$ cat src/bsmm_pkg.sv
// ----------------------------------------------------------------------------
// bsmm_pkg
// Shared types, codes and constants of the bank switched memory map.
// ----------------------------------------------------------------------------
package bsmm_pkg;

  // expansion memory address width and the scan line that ends vblank
  localparam int EXPANSION_ADDR_BITS = 16;
  localparam int VBLANK_END_LINE     = 200;

  // clear sweep covers the largest memory
  localparam int CLR_BITS = (EXPANSION_ADDR_BITS > 16) ? EXPANSION_ADDR_BITS : 16;

  // operation codes
  localparam logic [3:0] OP_MEM_RD    = 4'd0;
  localparam logic [3:0] OP_MEM_WR    = 4'd1;
  localparam logic [3:0] OP_IO_RD     = 4'd2;
  localparam logic [3:0] OP_IO_WR     = 4'd3;
  localparam logic [3:0] OP_LINE      = 4'd4;
  localparam logic [3:0] OP_HBLANK_END = 4'd5;
  localparam logic [3:0] OP_TEMPO     = 4'd6;
  localparam logic [3:0] OP_BLINK     = 4'd7;
  localparam logic [3:0] OP_ROM_LOAD  = 4'd8;

  // device targets
  localparam logic [1:0] TGT_NONE  = 2'd0;
  localparam logic [1:0] TGT_PIO   = 2'd1;
  localparam logic [1:0] TGT_TIMER = 2'd2;
  localparam logic [1:0] TGT_GATE  = 2'd3;

  // io ports
  localparam logic [7:0] PORT_PTR_LO  = 8'h00;
  localparam logic [7:0] PORT_PTR_MID = 8'h01;
  localparam logic [7:0] PORT_PTR_HI  = 8'h02;
  localparam logic [7:0] PORT_EXP_DATA = 8'h03;
  localparam logic [7:0] PORT_BANK_E0 = 8'hE0;
  localparam logic [7:0] PORT_BANK_E1 = 8'hE1;
  localparam logic [7:0] PORT_BANK_E2 = 8'hE2;
  localparam logic [7:0] PORT_BANK_E3 = 8'hE3;
  localparam logic [7:0] PORT_BANK_E4 = 8'hE4;
  localparam logic [7:0] PORT_ID      = 8'hF7;

  // address map
  localparam logic [15:0] ROM_END   = 16'h1000;
  localparam logic [15:0] VRAM_LO   = 16'hD000;
  localparam logic [15:0] VRAM_HI   = 16'hDFFF;
  localparam logic [15:0] MMIO_HI   = 16'hE7FF;

  // byte constants
  localparam logic [7:0] BYTE_OPEN   = 8'hFF;
  localparam logic [7:0] PORT_ID_VAL = 8'h80;
  localparam logic [7:0] STATUS_BASE = 8'h7E;
  localparam logic [7:0] VRAM_ATTR_INIT = 8'h71;
  localparam logic [7:0] PC_VBLANK   = 8'h80;
  localparam logic [7:0] PC_BLINK    = 8'h40;

  // where read data comes from
  typedef enum logic [2:0] {
    SRC_CONST,
    SRC_MAIN,
    SRC_VRAM,
    SRC_ROM,
    SRC_EXP
  } src_t;

  // architectural registers
  typedef struct packed {
    logic [1:0]                     bank;
    logic [EXPANSION_ADDR_BITS-1:0] ptr;
    logic                           hblank;
    logic                           tempo;
    logic                           blink;
  } state_t;

  // memory command for one accepted word
  typedef struct packed {
    logic                           main_we;
    logic                           vram_we;
    logic                           rom_we;
    logic                           exp_we;
    logic [15:0]                    addr;
    logic [EXPANSION_ADDR_BITS-1:0] ptr;
    logic [7:0]                     data;
  } cmd_t;

  // read data registered by the memories
  typedef struct packed {
    logic [7:0] main;
    logic [7:0] vram;
    logic [7:0] rom;
    logic [7:0] exp;
  } rd_t;

  // result fields known at decode time
  typedef struct packed {
    src_t       src;
    logic [7:0] rd_const;
    logic       wait_cycles;
    logic       request_bus;
    logic       release_bus;
    logic [1:0] device_target;
    logic [1:0] device_register;
    logic       device_is_write;
    logic [7:0] device_data;
    logic [7:0] portc_mask;
    logic [7:0] portc_value;
  } res_t;

endpackage

$ cat src/bsmm_decode.sv
// ----------------------------------------------------------------------------
// bsmm_decode
// Address and port decode: memory command, result fields and next registers.
// ----------------------------------------------------------------------------
module bsmm_decode (
  input  logic [3:0]       operation,
  input  logic [15:0]      address,
  input  logic [7:0]       data,
  input  logic [8:0]       line_number,
  input  bsmm_pkg::state_t st,
  output bsmm_pkg::state_t st_next,
  output bsmm_pkg::cmd_t   cmd,
  output bsmm_pkg::res_t   res
);
  import bsmm_pkg::*;

  logic [23:0] ptr_ext;
  logic        wr;
  logic [3:0]  nib;
  logic [7:0]  port;

  assign ptr_ext = 24'(st.ptr);
  assign wr      = (operation == OP_MEM_WR);
  assign nib     = address[3:0];
  assign port    = address[7:0];

  always_comb begin
    st_next = st;

    cmd.main_we = 1'b0;
    cmd.vram_we = 1'b0;
    cmd.rom_we  = 1'b0;
    cmd.exp_we  = 1'b0;
    cmd.addr    = address;
    cmd.ptr     = st.ptr;
    cmd.data    = data;

    res = '0;
    res.src = SRC_CONST;

    unique case (operation)
      // memory access through the bank map
      OP_MEM_RD, OP_MEM_WR: begin
        res.wait_cycles = st.bank[0] && (address < ROM_END);
        if (st.bank[1] && address >= VRAM_LO) begin
          if (address <= VRAM_HI) begin
            res.request_bus = st.hblank;
            if (wr) cmd.vram_we = 1'b1;
            else    res.src = SRC_VRAM;
          end else if (address <= MMIO_HI) begin
            if (nib < 4'd8) begin
              res.device_target   = (nib < 4'd4) ? TGT_PIO : TGT_TIMER;
              res.device_register = address[1:0];
              res.device_is_write = wr;
              res.device_data     = wr ? data : 8'd0;
            end else if (nib == 4'd8) begin
              if (wr) begin
                res.device_target   = TGT_GATE;
                res.device_is_write = 1'b1;
                res.device_data     = data;
              end else begin
                res.rd_const = STATUS_BASE | {st.hblank, 6'd0, st.tempo};
              end
            end else if (!wr) begin
              res.rd_const = BYTE_OPEN;
            end
          end else if (!wr) begin
            res.rd_const = BYTE_OPEN;
          end
        end else if (st.bank[0] && address < ROM_END) begin
          if (!wr) res.src = SRC_ROM;
        end else begin
          if (wr) cmd.main_we = 1'b1;
          else    res.src = SRC_MAIN;
        end
      end

      // io port read
      OP_IO_RD: begin
        unique case (port)
          PORT_PTR_LO:   res.rd_const = ptr_ext[7:0];
          PORT_PTR_MID:  res.rd_const = ptr_ext[15:8];
          PORT_PTR_HI:   res.rd_const = ptr_ext[23:16];
          PORT_EXP_DATA: begin
            res.src    = SRC_EXP;
            st_next.ptr = st.ptr + 1'b1;
          end
          PORT_ID:       res.rd_const = PORT_ID_VAL;
          default:       res.rd_const = BYTE_OPEN;
        endcase
      end

      // io port write
      OP_IO_WR: begin
        unique case (port)
          PORT_PTR_LO:   st_next.ptr = EXPANSION_ADDR_BITS'({ptr_ext[23:8], data});
          PORT_PTR_MID:  st_next.ptr = EXPANSION_ADDR_BITS'({ptr_ext[23:16], data,
                                                             ptr_ext[7:0]});
          PORT_PTR_HI:   st_next.ptr = EXPANSION_ADDR_BITS'({data, ptr_ext[15:0]});
          PORT_EXP_DATA: begin
            cmd.exp_we  = 1'b1;
            st_next.ptr = st.ptr + 1'b1;
          end
          PORT_BANK_E0:  st_next.bank = {st.bank[1], 1'b0};
          PORT_BANK_E1:  st_next.bank = {1'b0, st.bank[0]};
          PORT_BANK_E2:  st_next.bank = {st.bank[1], 1'b1};
          PORT_BANK_E3:  st_next.bank = {1'b1, st.bank[0]};
          PORT_BANK_E4:  st_next.bank = 2'b11;
          default:       ;
        endcase
      end

      // scan line start: sets hblank; vblank on port c bit 7 is set at line 0, cleared at VBLANK_END_LINE
      OP_LINE: begin
        if (line_number == 9'd0) begin
          res.portc_mask  = PC_VBLANK;
          res.portc_value = PC_VBLANK;
        end else if (line_number == 9'(VBLANK_END_LINE)) begin
          res.portc_mask  = PC_VBLANK;
        end
        st_next.hblank = 1'b1;
      end

      OP_HBLANK_END: begin
        st_next.hblank  = 1'b0;
        res.release_bus = 1'b1;
      end

      OP_TEMPO: st_next.tempo = ~st.tempo;

      // blink toggles port c bit 6
      OP_BLINK: begin
        st_next.blink   = ~st.blink;
        res.portc_mask  = PC_BLINK;
        res.portc_value = st.blink ? 8'd0 : PC_BLINK;
      end

      OP_ROM_LOAD: cmd.rom_we = 1'b1;

      default: ;
    endcase
  end

endmodule

$ cat config.mk
export PLATFORM = sky130hd
export DESIGN_NAME = bsmm_decode
export DESIGN_NICKNAME = d
export VERILOG_FILES = /design/src/bsmm_pkg.sv /design/src/bsmm_decode.sv
export SDC_FILE = /design/constraint.sdc
export NUM_CORES = 1
export LEC_CHECK = 0
export BUFFER_PORTS_ARGS = -buffer_cell sky130_fd_sc_hd__buf_2
export CORE_ASPECT_RATIO = 0.8
export CORE_MARGIN = 1
export CORE_UTILIZATION = 40
export DETAILED_ROUTE_END_ITERATION = 8
export PLACE_DENSITY = 0.84
export SYNTH_ARGS = -nofsm -noshare
export SYNTH_HDL_FRONTEND = slang
export SYNTH_SLANG_ARGS = --single-unit
export TNS_END_PERCENT = 5
$ cat constraint.sdc
create_clock -name vclk -period 2.5
set_clock_uncertainty 0.2 [all_clocks]
set_input_delay 0.375 -clock vclk [all_inputs]
set_output_delay 0.375 -clock vclk [all_outputs]
set_load 0.02 [all_outputs]
# Word level (Yosys, flattened, before mapping)

Cells that the tools add are included.

ROM bits: 0
Bits in writable memories: 0
Word-level logic and storage cells: 90
Memories kept: 0
Output and inout port bits: 108
Input bits: 58
Latch bits: 0
Register bits: 0

Add/subtract/negate cells: 1
Div/mod/pow operators: 0
Magnitude comparators: 6
Shift operators: 0
Reductions and logical operators: 7
Equality and inequality tests: 19
Mux-type cells: 55
Bitwise operators: 2
Multipliers: 0

Operators by type and width:

| operator                | count |
|---|---|
| $mux W8                 | 11 |
| $pmux W16 S2            | 2 |
| $mux W13                | 4 |
| $eq A8 B8 Y1 const B    | 6 |
| $pmux W16 S3            | 1 |
| $le A16 B16 Y1 const B  | 2 |
| $pmux W8 S4             | 1 |
| $mux W9                 | 3 |
| $pmux W11 S2            | 1 |
| $mux W2                 | 10 |
| $add A16 B1 Y16 const B | 1 |
| $eq A4 B3 Y1 const B    | 4 |
| $eq A8 B2 Y1 const B    | 2 |
| $ge A16 B16 Y1 const B  | 1 |
| $lt A16 B13 Y1 const B  | 1 |
| $mux W16                | 1 |
| $mux W1                 | 14 |
| $mux W3                 | 4 |
| $pmux W2 S5             | 1 |
| $eq A9 B8 Y1 const B    | 1 |
| $logic_not A9 Y1        | 1 |
| $eq A4 B2 Y1 const B    | 2 |
| $eq A4 B4 Y1 const B    | 2 |
| $eq A8 B1 Y1 const B    | 1 |
| 10 further kinds        | 13 |

# Depth between registers and ports, before layout

Word-level depth: 8
Mapped depth: 7
Depth with buffers taken out: 6

# Worst setup path before layout

No wires, ideal clock.

Kind: input to output
From: input address[5]
To: output st_next[12] in the netlist's numbering
Arrival: 1.888 ns
Data required time: 1.925 ns
Buffers on the path: 0
Cell stages on the path: 5
Setup slack: 0.037 ns
Cell sequence: or4_4 -> nor4_4 -> nand4_1 -> mux2_1 -> o21ai_1

RTL lines:

| item               | RTL line          | RTL |
|---|---|---|
| start: declaration | bsmm_decode.sv:7  | `input logic [15:0] address,` |
| end: declaration   | bsmm_decode.sv:11 | `output bsmm_pkg::state_t st_next,` |

==> impl_metrics.env <==
export IMPL_status="finished, violations left"
export IMPL_violations="negative setup slack"
export IMPL_setup_viol=11
export IMPL_nClkBuffers=0
export IMPL_multi_input_area_um2=1533
export IMPL_crit_buf_inv=2
export IMPL_fp_dieW_um=79.09
export IMPL_cp_cell_sequence="buf_6 > or4_4 > nor3_4 > nand2_2 > or3_1 > o211ai_1 > buf_4"
export IMPL_synth_seq_area_share_pct=0
export IMPL_drt_initial_drc_count=176
export IMPL_core_um2=4569
export IMPL_ys_warn_count=0
export IMPL_yosysTopAreaCell="buf_4"
export IMPL_firstDrtPassIters=5
export IMPL_critical_path_arrival_ps=1980
export IMPL_cp_required_ps=1920
export IMPL_drc_errors=0
export IMPL_design_seq_count=0
export IMPL_portBuffers=148
export IMPL_grtUsageTotal_pct=26.14
export IMPL_grt_max_degree=13
export IMPL_first_global_vias=2272
export IMPL_slowest_delay_ps=600
export IMPL_finalHoldViolCount=0
export IMPL_die_h_um=63.68
export IMPL_finalPower_mw=0.4131
export IMPL_synth_area_leaders="buf_4, nand2_1, o21ai_0"
export IMPL_holdBufCountCts=0
export IMPL_cap_violations=0
export IMPL_num_antenna_cells=0
export IMPL_grt_pass1_wl_um=10770
export IMPL_rsz0062_at_grt="true"
export IMPL_met1_usage_pct=37.55
export IMPL_fillers=448
export IMPL_grtUsageMet2_pct=42.13
export IMPL_grt_overflow=0
export IMPL_yosysMostFrequentCell="buf_4"
export IMPL_hold_slack_ps=550.0
export IMPL_syn_area_um2=1902
export IMPL_synth_distinct_cells=53
export IMPL_wl_per_cell_um=14.30
export IMPL_areaGrowthSynthToFinish_pct=46.38
export IMPL_cp_max_fo=5
export IMPL_period_share_pct=102.2
export IMPL_hp_class="primary input to output pin"
export IMPL_syn_area_per_cell_um2=6.038
export IMPL_cp_end_kind="output pin"
export IMPL_p_per_area_nw_per_um2=148.4
export IMPL_met3_usage_pct=3.333
export IMPL_min_period_ps=2554
export IMPL_path_class="primary input to output pin"
export IMPL_p_leak_nw=1.454
export IMPL_dp_hpwl_um=5765
export IMPL_yosysTopAreaCellShare_pct=20.53
export IMPL_grt_busiest_layer="met2"
export IMPL_routed_wl_um=7323
export IMPL_finalMaxSlewViolations=0
export IMPL_slowest_stage="or4_4"
export IMPL_rows=22
export IMPL_fmax_ghz=0.3915
export IMPL_synth_commonest_cells="buf_4, nand2_1, nor2_1"
export IMPL_drtAntennaViolNets=0
export IMPL_finalNetCount=514
export IMPL_die_area_um2=5036
export IMPL_synth_cells=315
export IMPL_ioPinCount=166
export IMPL_start_util_pct=41.62
export IMPL_antenna_found_initial=0
export IMPL_regArea_um2=0
export IMPL_routed_via_count=2828
export IMPL_drive_above_1_share_pct=48.89
export IMPL_setup_ws_ps=-54.11
export IMPL_cp_start_kind="primary input"
export IMPL_vias_per_cell=5.523
export IMPL_gp_congestion=0.9519
export IMPL_crit_family="simple AND/OR/NAND/NOR gates"
export IMPL_ir_drop_uv=75.85
## cell type report
cell class	instances	share of cell area (%)
Multi-Input combinational cell	250	55.06
Timing Repair Buffer	197	41.57
Tap cell	60	2.697
Inverter	5	0.6742
## what timing repair did
item                                   in CTS  in global routing
pin swaps                                  11                  4
setup buffers                               2                  0
setup endpoints to repair                  20                 30
endpoints found under the hold margin       0                  0
resized for setup                          25                 15
## cell families (layout without fill, tap and decap cells)
kind of cell	Yosys count	in the layout	synth area share, %
AO/OA/AOI/OAI	80	80	25.79
XOR/XNOR	1	1	0.4606
adder cells (fa/ha/maj)	2	2	1.316
buffers and inverters	76	202	25.59
multiplexers	4	4	2.237
other	1	12	0.1972
AND/OR/NAND/NOR	151	151	44.41
## power breakdown
part	internal, mW	leakage [nW]	switching [mW]
combinational	0.155	1.45	0.258
clock	0	0	0
sequential	0	0	0
## path summary, 6_finish.rpt
| kind | start | endpoint | cells past startpoint |
|---|---|---|---|
| setup / recovery | address[6] | st_next[16] | 7 |
| hold / removal | address[8] | cmd[32] | 0 |
## layout by cell type, fill, tap and decap left out, types with 4 or more instances in the layout
master,instances
buf_4,56
nand3_1,12
a31oi_1,5
nor3_1,6
inv_1,5
and3_1,4
a21oi_1,18
buf_6,5
buf_2,136
o21ai_1,5
nor4_1,5
nor2_1,24
and2_1,12
or3_1,6
o211ai_1,6
o21ai_0,20
conb_1,12
a22oi_1,11
nand4_1,10
nor3b_1,5
nand2_1,32
## metal layers
layer,up-vias,part of all wire (%)
met5,-,0
met2,171,45
met4,0,0.90
met1,1280,45
met3,9,8.8
li1,1368,-
## per-stage QoR
step	setup TNS, ps	cells	util [%]	worst slack [ps]	instance area [um^2]
after floorplan	0	326	-	36.80	1943
after global placement	-2372	510	57.86	-163.7	2644
after detailed placement	-2471	510	57.86	-214.0	2644
after CTS	-78.52	512	59.91	-40.98	2738
after global routing	-1644	512	60.93	-171.7	2784
final	-177.6	512	60.93	-54.11	2784
Power figures use the tool's default switching activity.
